--- config.mk ---
export PLATFORM = sky130hd
export DESIGN_NAME = flash_page_vector_patcher
export DESIGN_NICKNAME = d
export VERILOG_FILES = /design/src/hdl/fpvp_pkg.sv /design/src/hdl/fpvp_ctrl.sv /design/src/hdl/fpvp_dpath.sv /design/src/hdl/flash_page_vector_patcher.sv
export SDC_FILE = /design/constraint.sdc
export NUM_CORES = 1
export LEC_CHECK = 0
export BUFFER_PORTS_ARGS = -buffer_cell sky130_fd_sc_hd__buf_2
export CORE_MARGIN = 3
export CORE_UTILIZATION = 55
export DETAILED_ROUTE_END_ITERATION = 7
export GPL_ROUTABILITY_DRIVEN = 0
export PLACE_DENSITY = 0.84
export SYNTH_ARGS = -nofsm -noshare
export SYNTH_HDL_FRONTEND = slang
export SYNTH_HIERARCHICAL = 1
export SYNTH_SLANG_ARGS = --single-unit
--- constraint.sdc ---
create_clock -name clk_i -period 3.8 [get_ports clk_i]
set_clock_uncertainty 0.2 [all_clocks]
set_input_delay 0.76 -clock clk_i [delete_from_list [all_inputs] [get_ports clk_i]]
set_output_delay 0.76 -clock clk_i [all_outputs]
set_load 0.03 [all_outputs]
--- src/hdl/fpvp_pkg.sv ---
// shared package for the flash page vector patcher
// op, result kind and register index codes, defaults and the control/status structs
// no dependencies
package fpvp_pkg;

  // input operation codes
  localparam logic [1:0] OP_SET_ADDR = 2'd0;
  localparam logic [1:0] OP_DATA     = 2'd1;
  localparam logic [1:0] OP_ERASE    = 2'd2;
  localparam logic [1:0] OP_FLUSH    = 2'd3;

  // result kind codes
  localparam logic [1:0] KIND_CLEAR = 2'd0;
  localparam logic [1:0] KIND_FILL  = 2'd1;
  localparam logic [1:0] KIND_PAGE  = 2'd2;
  localparam logic [1:0] KIND_ERASE = 2'd3;

  // configuration register indexes
  localparam int unsigned CFG_IDX_W = 3;
  localparam logic [CFG_IDX_W-1:0] CFG_LOADER_BASE = 3'd0;
  localparam logic [CFG_IDX_W-1:0] CFG_RESET_VEC   = 3'd1;
  localparam logic [CFG_IDX_W-1:0] CFG_USB_VEC     = 3'd2;
  localparam logic [CFG_IDX_W-1:0] CFG_USB_SKIP    = 3'd3;
  localparam logic [CFG_IDX_W-1:0] CFG_OSC_CAL     = 3'd4;
  localparam logic [CFG_IDX_W-1:0] CFG_WORD_MASK   = 3'd5;

  // register reset values
  localparam logic [15:0] RST_LOADER_BASE = 16'h0000;
  localparam logic [4:0]  RST_RESET_VEC   = 5'd0;
  localparam logic [4:0]  RST_USB_VEC     = 5'd1;
  localparam logic [2:0]  RST_USB_SKIP    = 3'd0;
  localparam logic [7:0]  RST_OSC_CAL     = 8'd0;
  localparam logic [14:0] RST_WORD_MASK   = 15'd4095;

  // default geometry
  localparam int unsigned DEF_PAGE_BYTES   = 64;
  localparam int unsigned DEF_VECTOR_BYTES = 2;

  // instruction encodings and word constants
  localparam logic [15:0] RJMP_BASE  = 16'hC000;
  localparam logic [15:0] RJMP_FIELD = 16'h0FFF;
  localparam logic [15:0] RJMP_SIGN  = 16'h0800;
  localparam logic [15:0] SIGN_FILL  = 16'hF000;
  localparam logic [15:0] JMP_WORD   = 16'h940C;
  localparam logic [15:0] ERASED     = 16'hFFFF;

  typedef struct packed {
    logic       load;       // input transfer, latch item and save vector targets
    logic       set_ptr;    // load pointer and page offset from start address
    logic       clear_ptr;  // pointer back to zero
    logic       put;        // advance pointer by one word
    logic       emit;       // load output register
    logic [1:0] kind;
    logic       last;
    logic       pad;        // fill word is the erased pattern
  } fpvp_cmd_t;

  typedef struct packed {
    logic drop;           // data word at or beyond the loader entry
    logic wp_zero;
    logic off_zero;
    logic off_next_zero;  // page offset after one more word is zero
    logic out_free;
  } fpvp_status_t;

endpackage

--- src/hdl/fpvp_ctrl.sv ---
// controller state machine for the flash page vector patcher
// sequences clear, fill, page write and erase results; depends on fpvp_pkg
module fpvp_ctrl import fpvp_pkg::*; #(
  parameter int unsigned PAGE_BYTES = DEF_PAGE_BYTES
) (
  input  logic         clk_i,
  input  logic         rst_ni,
  input  logic         in_valid_i,
  output logic         in_stall_o,
  input  logic [1:0]   in_op_i,
  input  fpvp_status_t status_i,
  output fpvp_cmd_t    cmd_o
);

  localparam int unsigned PAD_LIMIT = (PAGE_BYTES + 1) / 2;
  localparam int unsigned PCNT_W    = $clog2(PAD_LIMIT + 1);
  localparam logic [PCNT_W-1:0] PCNT_MAX = PCNT_W'(PAD_LIMIT);

  localparam logic [2:0] S_IDLE   = 3'd0;
  localparam logic [2:0] S_SETPTR = 3'd1;
  localparam logic [2:0] S_ERASE  = 3'd2;
  localparam logic [2:0] S_PUT    = 3'd3;
  localparam logic [2:0] S_PAGE   = 3'd4;

  logic [2:0]        state_q, state_d;
  logic              pad_q, pad_d;
  logic              clr_done_q, clr_done_d;
  logic [PCNT_W-1:0] pcnt_q, pcnt_d;
  logic [PCNT_W-1:0] pcnt_inc;

  assign in_stall_o = (state_q != S_IDLE);
  assign pcnt_inc   = pcnt_q + PCNT_W'(1);

  always_comb begin
    cmd_o      = '0;
    state_d    = state_q;
    pad_d      = pad_q;
    clr_done_d = clr_done_q;
    pcnt_d     = pcnt_q;
    unique case (state_q)
      S_IDLE: begin
        if (in_valid_i) begin
          cmd_o.load = 1'b1;
          unique case (in_op_i)
            OP_SET_ADDR: state_d = S_SETPTR;
            OP_DATA: begin
              if (status_i.drop) begin
                state_d = status_i.off_zero ? S_PAGE : S_IDLE;
              end else begin
                state_d    = S_PUT;
                pad_d      = 1'b0;
                clr_done_d = 1'b0;
              end
            end
            OP_ERASE: state_d = S_ERASE;
            OP_FLUSH: begin
              if (status_i.off_zero) begin
                state_d = S_PAGE;
              end else begin
                state_d    = S_PUT;
                pad_d      = 1'b1;
                clr_done_d = 1'b0;
                pcnt_d     = '0;
              end
            end
            default: state_d = S_IDLE;
          endcase
        end
      end
      S_SETPTR: begin
        cmd_o.set_ptr = 1'b1;
        state_d       = S_IDLE;
      end
      S_ERASE: begin
        if (status_i.out_free) begin
          cmd_o.emit      = 1'b1;
          cmd_o.kind      = KIND_ERASE;
          cmd_o.clear_ptr = 1'b1;
          state_d         = S_PUT;
          pad_d           = 1'b1;
          clr_done_d      = 1'b0;
          pcnt_d          = '0;
        end
      end
      S_PUT: begin
        cmd_o.pad = pad_q;
        if (status_i.out_free) begin
          cmd_o.emit = 1'b1;
          if (status_i.wp_zero && !clr_done_q) begin
            // buffer clear ahead of a fill at address zero
            cmd_o.kind = KIND_CLEAR;
            clr_done_d = 1'b1;
          end else begin
            cmd_o.kind = KIND_FILL;
            cmd_o.put  = 1'b1;
            cmd_o.last = !pad_q && !status_i.off_next_zero;
            clr_done_d = 1'b0;
            if (pad_q) begin
              pcnt_d = pcnt_inc;
              if (status_i.off_next_zero || (pcnt_inc >= PCNT_MAX)) begin
                state_d = S_PAGE;
              end
            end else begin
              state_d = status_i.off_next_zero ? S_PAGE : S_IDLE;
            end
          end
        end
      end
      S_PAGE: begin
        if (status_i.out_free) begin
          cmd_o.emit = 1'b1;
          cmd_o.kind = KIND_PAGE;
          cmd_o.last = 1'b1;
          state_d    = S_IDLE;
        end
      end
      default: state_d = S_IDLE;
    endcase
  end

  always_ff @(posedge clk_i or negedge rst_ni) begin
    if (!rst_ni) begin
      state_q    <= S_IDLE;
      pad_q      <= 1'b0;
      clr_done_q <= 1'b0;
      pcnt_q     <= '0;
    end else begin
      state_q    <= state_d;
      pad_q      <= pad_d;
      clr_done_q <= clr_done_d;
      pcnt_q     <= pcnt_d;
    end
  end

endmodule

--- src/hdl/fpvp_dpath.sv ---
// datapath for the flash page vector patcher: registers, pointer, page offset,
// vector decode and patch, output register; depends on fpvp_pkg
module fpvp_dpath import fpvp_pkg::*; #(
  parameter int unsigned PAGE_BYTES   = DEF_PAGE_BYTES,
  parameter int unsigned VECTOR_BYTES = DEF_VECTOR_BYTES
) (
  input  logic                 clk_i,
  input  logic                 rst_ni,
  input  logic                 cfg_we_i,
  input  logic [CFG_IDX_W-1:0] cfg_index_i,
  input  logic [15:0]          cfg_wdata_i,
  input  logic [1:0]           in_op_i,
  input  logic [15:0]          in_start_address_i,
  input  logic [15:0]          in_data_word_i,
  output logic                 out_valid_o,
  input  logic                 out_stall_i,
  output logic [1:0]           out_kind_o,
  output logic [15:0]          out_flash_address_o,
  output logic [15:0]          out_fill_word_o,
  output logic                 out_last_o,
  input  fpvp_cmd_t            cmd_i,
  output fpvp_status_t         status_o
);

  localparam int unsigned OFF_W = $clog2(PAGE_BYTES);
  localparam bit          FOUR  = (VECTOR_BYTES == 4);
  localparam logic [15:0] PAGE16   = 16'(PAGE_BYTES);
  localparam logic [OFF_W:0] PAGE_C = (OFF_W + 1)'(PAGE_BYTES);
  localparam logic [15:0] RECIP    = 16'(65536 / PAGE_BYTES);
  localparam logic [OFF_W-1:0] OFF_FFFE = OFF_W'(65534 % PAGE_BYTES);
  localparam logic [OFF_W-1:0] OFF_FFFF = OFF_W'(65535 % PAGE_BYTES);
  localparam logic [15:0] VB16    = 16'(VECTOR_BYTES);
  localparam logic [15:0] TBL_LEN = 16'(2 * VECTOR_BYTES + 2);
  localparam logic [15:0] VW16    = 16'(VECTOR_BYTES / 2);

  // configuration registers
  logic [15:0] lb_q;
  logic [4:0]  rvi_q, uvi_q;
  logic [2:0]  skip_q;
  logic [7:0]  osc_q;
  logic [14:0] mask_q;

  // block state
  logic [15:0]      wp_q, wp_d;
  logic [OFF_W-1:0] off_q, off_d;
  logic [15:0]      sv0_q, sv0_d, sv1_q, sv1_d;

  // item and remainder pipeline
  logic [15:0] data_q;
  logic [15:0] start_q;
  logic [31:0] prod_q;

  // output register
  logic        out_valid_q;
  logic [1:0]  out_kind_q;
  logic [15:0] out_addr_q, out_word_q;
  logic        out_last_q;

  logic [15:0] entry, rst_addr, usb_addr;
  logic        hit_rst, hit_rst_hi, hit_usb, hit_usb_hi;
  logic        data_ok;
  logic [15:0] qp, rem_est, rem_fix;
  logic [16:0] wp_inc;
  logic [OFF_W:0] off_sum, off_wrap_up;
  logic [OFF_W-1:0] off_inc, off_a;
  logic [15:0] page_addr;
  logic [15:0] word_in, patched;
  logic [15:0] lb_vb;

  function automatic logic [15:0] decode_jump(input logic [15:0] rj, input logic [15:0] loc,
                                              input logic [14:0] mask);
    logic [15:0] t;
    if (FOUR) begin
      if ((rj & RJMP_SIGN) != 16'd0) begin
        t = ((rj | SIGN_FILL) + loc + 16'd1) & {1'b0, mask};
      end else begin
        t = (rj & RJMP_FIELD) + loc + 16'd1;
      end
    end else begin
      t = rj + loc + 16'd1;
    end
    return t;
  endfunction

  function automatic logic [15:0] encode_jump(input logic [15:0] target, input logic [15:0] loc);
    logic [15:0] d;
    d = target - loc - 16'd1;
    return RJMP_BASE + (d & RJMP_FIELD);
  endfunction

  // derived addresses
  assign entry    = lb_q + TBL_LEN;
  assign rst_addr = {11'd0, rvi_q} * VB16;
  assign usb_addr = {11'd0, uvi_q} * VB16;
  assign lb_vb    = lb_q + VB16;

  // vector slot match on an incoming data word
  assign hit_rst    = (wp_q == rst_addr);
  assign hit_rst_hi = FOUR && (wp_q == rst_addr + 16'd2);
  assign hit_usb    = (wp_q == usb_addr);
  assign hit_usb_hi = FOUR && (wp_q == usb_addr + 16'd2);
  assign data_ok    = (in_data_word_i != 16'd0) && (in_data_word_i != ERASED);

  always_comb begin
    sv0_d = sv0_q;
    sv1_d = sv1_q;
    if (cmd_i.load && (in_op_i == OP_DATA)) begin
      if (hit_rst) begin
        sv0_d = decode_jump(in_data_word_i, {11'd0, rvi_q}, mask_q);
      end else if (hit_rst_hi) begin
        if (data_ok) sv0_d = in_data_word_i;
      end else if (hit_usb) begin
        sv1_d = decode_jump(in_data_word_i + {13'd0, skip_q}, {11'd0, uvi_q}, mask_q);
      end else if (hit_usb_hi) begin
        if (data_ok) sv1_d = in_data_word_i;
      end
    end
  end

  assign status_o.drop = !(hit_rst || hit_rst_hi || hit_usb || hit_usb_hi) && (wp_q >= entry);

  // start address modulo page size: reciprocal estimate, one correction
  assign qp      = prod_q[31:16] * PAGE16;
  assign rem_est = start_q - qp;
  assign rem_fix = (rem_est >= PAGE16) ? (rem_est - PAGE16) : rem_est;

  // page offset after one more word, with the 16-bit wrap of the pointer
  assign wp_inc  = {1'b0, wp_q} + 17'd2;
  assign off_sum = {1'b0, off_q} + (OFF_W + 1)'(2);
  always_comb begin
    if (wp_inc[16]) begin
      off_inc = {{(OFF_W - 1){1'b0}}, wp_inc[0]};
    end else if (off_sum >= PAGE_C) begin
      off_inc = OFF_W'(off_sum - PAGE_C);
    end else begin
      off_inc = off_sum[OFF_W-1:0];
    end
  end

  // offset of the word before the pointer, for the page write address
  assign off_wrap_up = {1'b0, off_q} + PAGE_C - (OFF_W + 1)'(2);
  always_comb begin
    if (wp_q == 16'd0) begin
      off_a = OFF_FFFE;
    end else if (wp_q == 16'd1) begin
      off_a = OFF_FFFF;
    end else if (off_q >= OFF_W'(2)) begin
      off_a = off_q - OFF_W'(2);
    end else begin
      off_a = off_wrap_up[OFF_W-1:0];
    end
  end
  assign page_addr = (wp_q - 16'd2) - 16'(off_a);

  // word patching at the vector slots and the table below the loader
  assign word_in = cmd_i.pad ? ERASED : data_q;
  always_comb begin
    if (wp_q == rst_addr) begin
      patched = encode_jump(entry >> 1, {11'd0, rvi_q} * VW16);
    end else if (wp_q == usb_addr) begin
      patched = encode_jump((entry + 16'd2) >> 1, {11'd0, uvi_q} * VW16);
    end else if (!FOUR && (wp_q == lb_q)) begin
      patched = encode_jump(sv0_q, lb_q >> 1);
    end else if (!FOUR && (wp_q == lb_vb)) begin
      patched = encode_jump(sv1_q, lb_vb >> 1);
    end else if (FOUR && (wp_q == lb_q)) begin
      patched = JMP_WORD;
    end else if (FOUR && (wp_q == lb_q + 16'd2)) begin
      patched = sv0_q;
    end else if (FOUR && (wp_q == lb_vb)) begin
      patched = JMP_WORD;
    end else if (FOUR && (wp_q == lb_vb + 16'd2)) begin
      patched = sv1_q + VB16;
    end else if (wp_q == lb_q + (VB16 << 1)) begin
      patched = {8'd0, osc_q};
    end else begin
      patched = word_in;
    end
  end

  // pointer and offset
  always_comb begin
    wp_d  = wp_q;
    off_d = off_q;
    if (cmd_i.set_ptr) begin
      wp_d  = start_q;
      off_d = rem_fix[OFF_W-1:0];
    end else if (cmd_i.clear_ptr) begin
      wp_d  = '0;
      off_d = '0;
    end else if (cmd_i.put) begin
      wp_d  = wp_inc[15:0];
      off_d = off_inc;
    end
  end

  assign status_o.wp_zero       = (wp_q == 16'd0);
  assign status_o.off_zero      = (off_q == '0);
  assign status_o.off_next_zero = (off_inc == '0);
  assign status_o.out_free      = !out_valid_q || !out_stall_i;

  always_ff @(posedge clk_i or negedge rst_ni) begin
    if (!rst_ni) begin
      lb_q   <= RST_LOADER_BASE;
      rvi_q  <= RST_RESET_VEC;
      uvi_q  <= RST_USB_VEC;
      skip_q <= RST_USB_SKIP;
      osc_q  <= RST_OSC_CAL;
      mask_q <= RST_WORD_MASK;
    end else if (cfg_we_i) begin
      unique case (cfg_index_i)
        CFG_LOADER_BASE: lb_q   <= cfg_wdata_i;
        CFG_RESET_VEC:   rvi_q  <= cfg_wdata_i[4:0];
        CFG_USB_VEC:     uvi_q  <= cfg_wdata_i[4:0];
        CFG_USB_SKIP:    skip_q <= cfg_wdata_i[2:0];
        CFG_OSC_CAL:     osc_q  <= cfg_wdata_i[7:0];
        CFG_WORD_MASK:   mask_q <= cfg_wdata_i[14:0];
        default: ;
      endcase
    end
  end

  always_ff @(posedge clk_i or negedge rst_ni) begin
    if (!rst_ni) begin
      wp_q        <= '0;
      off_q       <= '0;
      sv0_q       <= '0;
      sv1_q       <= '0;
      out_valid_q <= 1'b0;
    end else begin
      wp_q  <= wp_d;
      off_q <= off_d;
      sv0_q <= sv0_d;
      sv1_q <= sv1_d;
      if (cmd_i.emit) begin
        out_valid_q <= 1'b1;
      end else if (!out_stall_i) begin
        out_valid_q <= 1'b0;
      end
    end
  end

  always_ff @(posedge clk_i) begin
    if (cmd_i.load) begin
      data_q  <= in_data_word_i;
      start_q <= in_start_address_i;
      prod_q  <= {16'd0, in_start_address_i} * {16'd0, RECIP};
    end
    if (cmd_i.emit) begin
      out_kind_q <= cmd_i.kind;
      out_last_q <= cmd_i.last;
      case (cmd_i.kind)
        KIND_FILL: begin
          out_addr_q <= wp_q;
          out_word_q <= patched;
        end
        KIND_PAGE: begin
          out_addr_q <= page_addr;
          out_word_q <= '0;
        end
        default: begin
          out_addr_q <= '0;
          out_word_q <= '0;
        end
      endcase
    end
  end

  assign out_valid_o         = out_valid_q;
  assign out_kind_o          = out_kind_q;
  assign out_flash_address_o = out_addr_q;
  assign out_fill_word_o     = out_word_q;
  assign out_last_o          = out_last_q;

endmodule

--- src/hdl/flash_page_vector_patcher.sv ---
// flash page vector patcher: data word is a transfer then a fill result, only the transfer when dropped,
// plus a buffer clear at address zero or a page write; set address loads the pointer, no result
// erase and flush: the item is taken from idle, then one result per cycle, set by the single
// output register (stall on the result side holds the sequence)
// async active-low reset: registers to defaults, pointer and saved targets zero, no clear pass
module flash_page_vector_patcher import fpvp_pkg::*; #(
  parameter int unsigned PAGE_BYTES   = DEF_PAGE_BYTES,
  parameter int unsigned VECTOR_BYTES = DEF_VECTOR_BYTES
) (
  input  logic                 clk_i,
  input  logic                 rst_ni,
  // configuration write port
  input  logic                 cfg_we_i,
  input  logic [CFG_IDX_W-1:0] cfg_index_i,
  input  logic [15:0]          cfg_wdata_i,
  // input items
  input  logic                 in_valid_i,
  output logic                 in_stall_o,
  input  logic [1:0]           in_op_i,
  input  logic [15:0]          in_start_address_i,
  input  logic [15:0]          in_data_word_i,
  // result items
  output logic                 out_valid_o,
  input  logic                 out_stall_i,
  output logic [1:0]           out_kind_o,
  output logic [15:0]          out_flash_address_o,
  output logic [15:0]          out_fill_word_o,
  output logic                 out_last_o
);

  // controller drives commands, datapath returns status
  fpvp_cmd_t    cmd;
  fpvp_status_t status;

  // the controller takes a transfer only from idle; it walks the clear, fill,
  // erase and page-write results of one item through the output register
  fpvp_ctrl #(
    .PAGE_BYTES (PAGE_BYTES)
  ) u_ctrl (
    .clk_i      (clk_i),
    .rst_ni     (rst_ni),
    .in_valid_i (in_valid_i),
    .in_stall_o (in_stall_o),
    .in_op_i    (in_op_i),
    .status_i   (status),
    .cmd_o      (cmd)
  );

  // the datapath holds the configuration, write pointer with its page offset,
  // the saved vector targets, the word patch logic and the output register
  fpvp_dpath #(
    .PAGE_BYTES   (PAGE_BYTES),
    .VECTOR_BYTES (VECTOR_BYTES)
  ) u_dpath (
    .clk_i               (clk_i),
    .rst_ni              (rst_ni),
    .cfg_we_i            (cfg_we_i),
    .cfg_index_i         (cfg_index_i),
    .cfg_wdata_i         (cfg_wdata_i),
    .in_op_i             (in_op_i),
    .in_start_address_i  (in_start_address_i),
    .in_data_word_i      (in_data_word_i),
    .out_valid_o         (out_valid_o),
    .out_stall_i         (out_stall_i),
    .out_kind_o          (out_kind_o),
    .out_flash_address_o (out_flash_address_o),
    .out_fill_word_o     (out_fill_word_o),
    .out_last_o          (out_last_o),
    .cmd_i               (cmd),
    .status_o            (status)
  );

endmodule
# --- Yosys cells after proc, flatten, opt, wreduce, memory -nomap -nowiden ---
# Index checks and enable logic that the tools add are counted.
op_classes:
  n_addsub: 32
  n_shift: 0
  bitwise: 1
  mul: 0
  div: 0
  n_reduce_logical: 34
  eq_ne: 32
  magnitude_cmp: 5
  n_mux: 70
ops:
  columns: ["op", "count"]
  rows:
  - ["16-bit two-way mux", 9]
  - ["6-bit two-way mux", 16]
  - ["15-bit by 13-bit adder with 16-bit output (first input constant)", 4]
  - ["16-bit == test", 3]
  - ["12-bit by 1-bit subtractor with 12-bit output (second input constant)", 4]
  - ["3-bit two-way mux", 12]
  - ["16-bit by 3-bit adder with 16-bit output (second input constant)", 2]
  - ["16-bit by 6-bit == test with 1-bit output", 2]
  - ["16-bit case mux with 2 select lines", 1]
  - ["12-bit by 1-bit adder with 12-bit output (second input constant)", 2]
  - ["12-bit by 5-bit adder with 12-bit output", 2]
  - ["3-bit case mux with 4 select lines", 2]
  - ["12-bit subtractor", 2]
  - ["12-bit by 5-bit subtractor with 12-bit output", 2]
  - ["1-bit two-way mux", 21]
  - ["6-bit case mux with 3 select lines", 1]
  - ["16-bit by 2-bit adder with 17-bit output (second input constant)", 1]
  - ["16-bit by 2-bit adder with 16-bit output (second input constant)", 1]
  - ["16-bit by 1-bit == test with 1-bit output (second input constant)", 1]
  - ["16-bit greater-or-equal comparator", 1]
  - ["16-bit by 7-bit greater-or-equal comparator with 1-bit output (second input constant)", 1]
  - ["16-bit logical NOT", 1]
  - ["16-bit subtractor", 1]
  - ["16-bit by 2-bit subtractor with 16-bit output (second input constant)", 1]
  - ["other kinds (37)", 81]
totals:
  ramBits: 0
  latch_bits: 0
  out_inout_bits: 37
  ff_bits: 162
  romBits: 0
  n_memories: 0
  wordCells: 194

# --- Logic depth before layout (Yosys ltp) ---
logic_depth:
  depth_word: 13
  depth_mapped: 20
  depth_no_buf: 19

# --- By module ---
# The synthesis kept the hierarchy.
by_module_without_submodules:
  columns: ["module", "seq_area_each_um2", "n_inst", "cells_each", "area_per_inst_um2"]
  rows:
  - ["fpvp_dpath", 4115.2, 1, 1247, 11335.9]
  - ["fpvp_ctrl", 275.3, 1, 103, 820.8]

# --- Least setup slack after synthesis ---
# Ideal clock, no wire load.
synth_path:
  path_kind: "input port to flip-flop"
  from: "input port out_stall_i"
  to: "register u_dpath.out_word_q[0] (netlist: u_dpath/out_fill_word_o[0]) (enable)"
  arrival_ns: 3.576
  cell_stages: 2
  setup_slack_ns: -0.458
  cell_sequence: "nand2_1 a21boi_0"
synth_lines:
  columns: ["element", "line", "text"]
  rows:
  - ["from (decl)", "flash_page_vector_patcher.sv:24", "input logic out_stall_i,"]
  - ["to (signal assigned)", "fpvp_dpath.sv:255", "out_word_q <= patched;"]
  - ["to (decl)", "fpvp_dpath.sv:56", "logic [15:0] out_addr_q, out_word_q;"]

# --- Worst setup path in the final report ---
layout_path:
  from: "register u_dpath.wp_q[8]"
  to: "register u_dpath.out_addr_q[14] (netlist: u_dpath/out_flash_address_o[14]) (data pin)"
layout_via:
  elab_chain_len: 7
layout_lines:
  columns: ["element", "line", "text"]
  rows:
  - ["from (decl)", "fpvp_dpath.sv:44", "logic [15:0] wp_q, wp_d;"]
  - ["from (signal assigned)", "fpvp_dpath.sv:231", "wp_q <= wp_d;"]
  - ["parallel branches: the longest is 6 deep, another holds 16-bit by 2-bit subtractor with 16-bit output", null, null]
  - ["16-bit case mux with 2 select lines (*)", "fpvp_dpath.sv:252", "case (cmd_i.kind)"]
  - ["to (signal assigned)", "fpvp_dpath.sv:254", "out_addr_q <= wp_q;"]
  - ["to (signal assigned)", "fpvp_dpath.sv:258", "out_addr_q <= page_addr;"]
  - ["to (decl)", "fpvp_dpath.sv:56", null]
# Mark *: on every way between the ends.
# A chain may end at the register's enable or synchronous reset.

==> out/metrics.yaml <==
ys.flop_type: "dfrtp_1"
syn_inst: 1350
p_leak_nw: 6.18
drc: 0
diodes: 0
hold_viol_final: 0
r2r-start: "u_dpath/wp_q[8]"
rrSetupSlack_ns: -0.02
rows: 53
maxSlewHeadroom: 0.502
nets: 1661
grt_pass1_wl_um: 55400
rsz0062_at_grt: "true"
max_freq_ghz: 0.262
wl_um: 36000
post-route-min-period_ns: 3.82
placed_area_sq_um: 13500
required_ns: 3.75
timing.setup.tns_ns: -0.0153
die_w_um: 155
rr_endpoint: "u_dpath/out_flash_address_o[14]"
syn_to_final_growth_pct: 18.8
ys_seq_area_frac: 0.361
layout_commonest_cell: "nand2_1"
fin_cells: 1798
cts_htree_levels: 4
post-place-ws_ns: -0.216
clk_latency_ns: 0.44
netlist_area_sq_um: 12200
drt-initial-drc-count: 1449
finalPower_mw: 11.7
cp_max_fo: 8
async_reset_ff_frac: 0.586
synth_area_leaders: "dfrtp_1, edfxtp_1, ha_1"
place_hpwl_um: 25900
p_per_area_nw_per_um2: 812
grt_max_degree: 96
synth_top_area_frac: 0.193
crit_end: "u_dpath/out_flash_address_o[14]"
core_sq_um: 21400
placed_cells: 1753
die_area_sq_um: 23900
synth_nets: 1501
startpoint_type: "flop"
cp-startpoint: "u_dpath/wp_q[8]"
ir_drop_mv: 0.502
filler_cell_count: 1548
antenna_found_initial: 0
firstDrtPassIters: 6
numClockSinks: 162
die_y_um: 155
cts_hold_buf: 0
path_class: "flop to flop"
grt_overflow: 0
worstPathArrival_ns: 3.77
grt_usage: 0.288
synth-seq-cells: 162
routed-via-count: 11500
ys_types: 87
ff2ff_path_depth: 16
fin_area_sq_um: 14400
cts_root_buf: "clkbuf_16"
cap_violations: 0
ant_nets: 0
drive_gt1_frac: 0.231
grt_pass1_vias: 10800
violations: "setup timing"
pin_count: 95
tightest_slew_ns: 0.747
layout_setup_ws_ns: -0.0153
viasPerCell: 6.40
start_util: 0.569
cts_tree: "built"
synth_area_per_cell_sq_um: 9.00
port_buffers: 94
drt-wirelength-per-cell_um: 20.0
yosysWarnings: 6
holdCritPathClass: "input pin to async pin"
cts_made_buffers: 17
drv_slew: 0
yosysTopAreaCell: "dfrtp_1"
mostFrequentLayoutCells: "nand2_1, buf_4, o21ai_0"
clockBufferDepth: 2
fin_crit_sh: 1.00
synth_edf_count: 67
crit_path_end_kind: "flop"
setup_viol: 1
status: "finished with violations"
clkTransAtPathRegs_ns: 0.07
metrics by stage:
stage | hold slack [ns] | utilization
floorplan | 0.230 | -
global placement | 0.277 | 0.631
detailed placement | 0.276 | 0.631
CTS | 0.201 | 0.659
global route | 0.196 | 0.676
finish | 0.155 | 0.676
cells by family (layout without fill, tap and decap cells):
| kind of cell | count (synthesis) | after routing | synth area share |
|---|---|---|---|
| flops | 162 | 162 | 0.361 |
| simple gates | 461 | 461 | 0.193 |
| fa+ha+maj | 93 | 93 | 0.101 |
| buf+inv | 142 | 315 | 0.0485 |
| compound gates | 321 | 321 | 0.164 |
| xor+xnor | 134 | 134 | 0.0984 |
| mux | 37 | 37 | 0.0328 |
metal layers:
metal | wire, um | global-route usage | vias to the layer above
li1 | - | - | 5127
met1 | 14000 | 0.379 | 5472
met2 | 16800 | 0.467 | 758
met3 | 3610 | 0.0571 | 156
met4 | 1650 | 0.120 | 0
met5 | 0 | 0 | -
worst min-delay path by stage:
stage | from | end | slack, ns | cells past startpoint
5_1_grt | rst_ni | u_dpath/sv0_q[9] | 0.20 | 2
4_1_cts | rst_ni | u_dpath/sv0_q[9] | 0.20 | 2
6_report | rst_ni | u_dpath/sv1_q[7] | 0.15 | 2
3_3_place_gp | u_dpath/sv1_q[6] | u_dpath/sv1_q[6] | 0.28 | 2
3_5_place_dp | u_dpath/start_q[9] | u_dpath/wp_q[9] | 0.28 | 2
2_1_floorplan | u_dpath/start_q[11] | u_dpath/wp_q[11] | 0.23 | 2
synthesized netlist by cell type (all sizes together) (4+ instances only):
master	number
a211oi	11
a21boi	7
a21o	27
a21oi	83
a22oi	7
a311oi	6
a31oi	8
and2	14
and3	15
buf	21
clkbuf	37
dfrtp	94
edfxtp	67
fa	9
ha	84
inv	83
mux2	23
mux2i	14
nand2	146
nand2b	20
nand3	30
nand3b	4
nand4	19
nor2	92
nor2b	18
nor3	33
nor3b	6
nor4	19
nor4b	4
o211ai	6
o21a	8
o21ai	112
o311ai	4
o31ai	6
or2	14
or3	9
or4	4
xnor2	84
xor2	50
repair_timing:
item / 4_1_cts / 5_1_grt
gates resized for setup: 6 / 74
buffers inserted: 0 / 13
pin swaps: 1 / 35
endpoints found under the setup margin: 6 / 20
flip-flops by register name (all words and copies together), names as in the netlist, 2 cells and up:
signal,count
u_dpath/off_q,6
u_ctrl/state_q,3
u_dpath/out_kind_o,2
u_dpath/rvi_q,5
u_ctrl/pcnt_q,6
u_dpath/uvi_q,5
u_dpath/sv1_q,12
u_dpath/sv0_q,12
u_dpath/out_fill_word_o,16
u_dpath/lb_q,16
u_dpath/osc_q,8
u_dpath/data_q,16
u_dpath/wp_q,16
u_dpath/start_q,16
u_dpath/skip_q,3
u_dpath/out_flash_address_o,16
critical path: stages (launching register included):
cell and delay, ns:
dfrtp_1 0.39, nor4_2 0.30, and4b_2 0.34, nand3_4 0.16, nand2_4 0.13, ha_4 0.21, inv_2 0.06, ha_4 0.18
a21o_1 0.18, a21o_1 0.18, a21o_1 0.16, a21o_1 0.18, a211oi_2 0.28, nand2_1 0.16, nor3_2 0.21, nand2b_1 0.13
a311oi_1 0.08
cell type report:
| type | count | area [sq um] | share of cell area |
|---|---|---|---|
| clock buffers | 17 | 425 | 0.0295 |
| clock inverters | 15 | 145 | 0.0100 |
| inverters | 84 | 315 | 0.0218 |
| multi-input cells | 1046 | 7500 | 0.519 |
| flip-flops and latches | 162 | 4400 | 0.304 |
| well taps | 275 | 344 | 0.0238 |
| repair buffers | 199 | 1320 | 0.0913 |
power breakdown:
| part | internal [mW] | switching (mW) |
|---|---|---|
| logic | 2.84 | 4.34 |
| registers | 2.46 | 0.383 |
| clock network | 0.919 | 0.784 |
| total | 6.22 | 5.50 |
(Power assumes the default switching activity.)
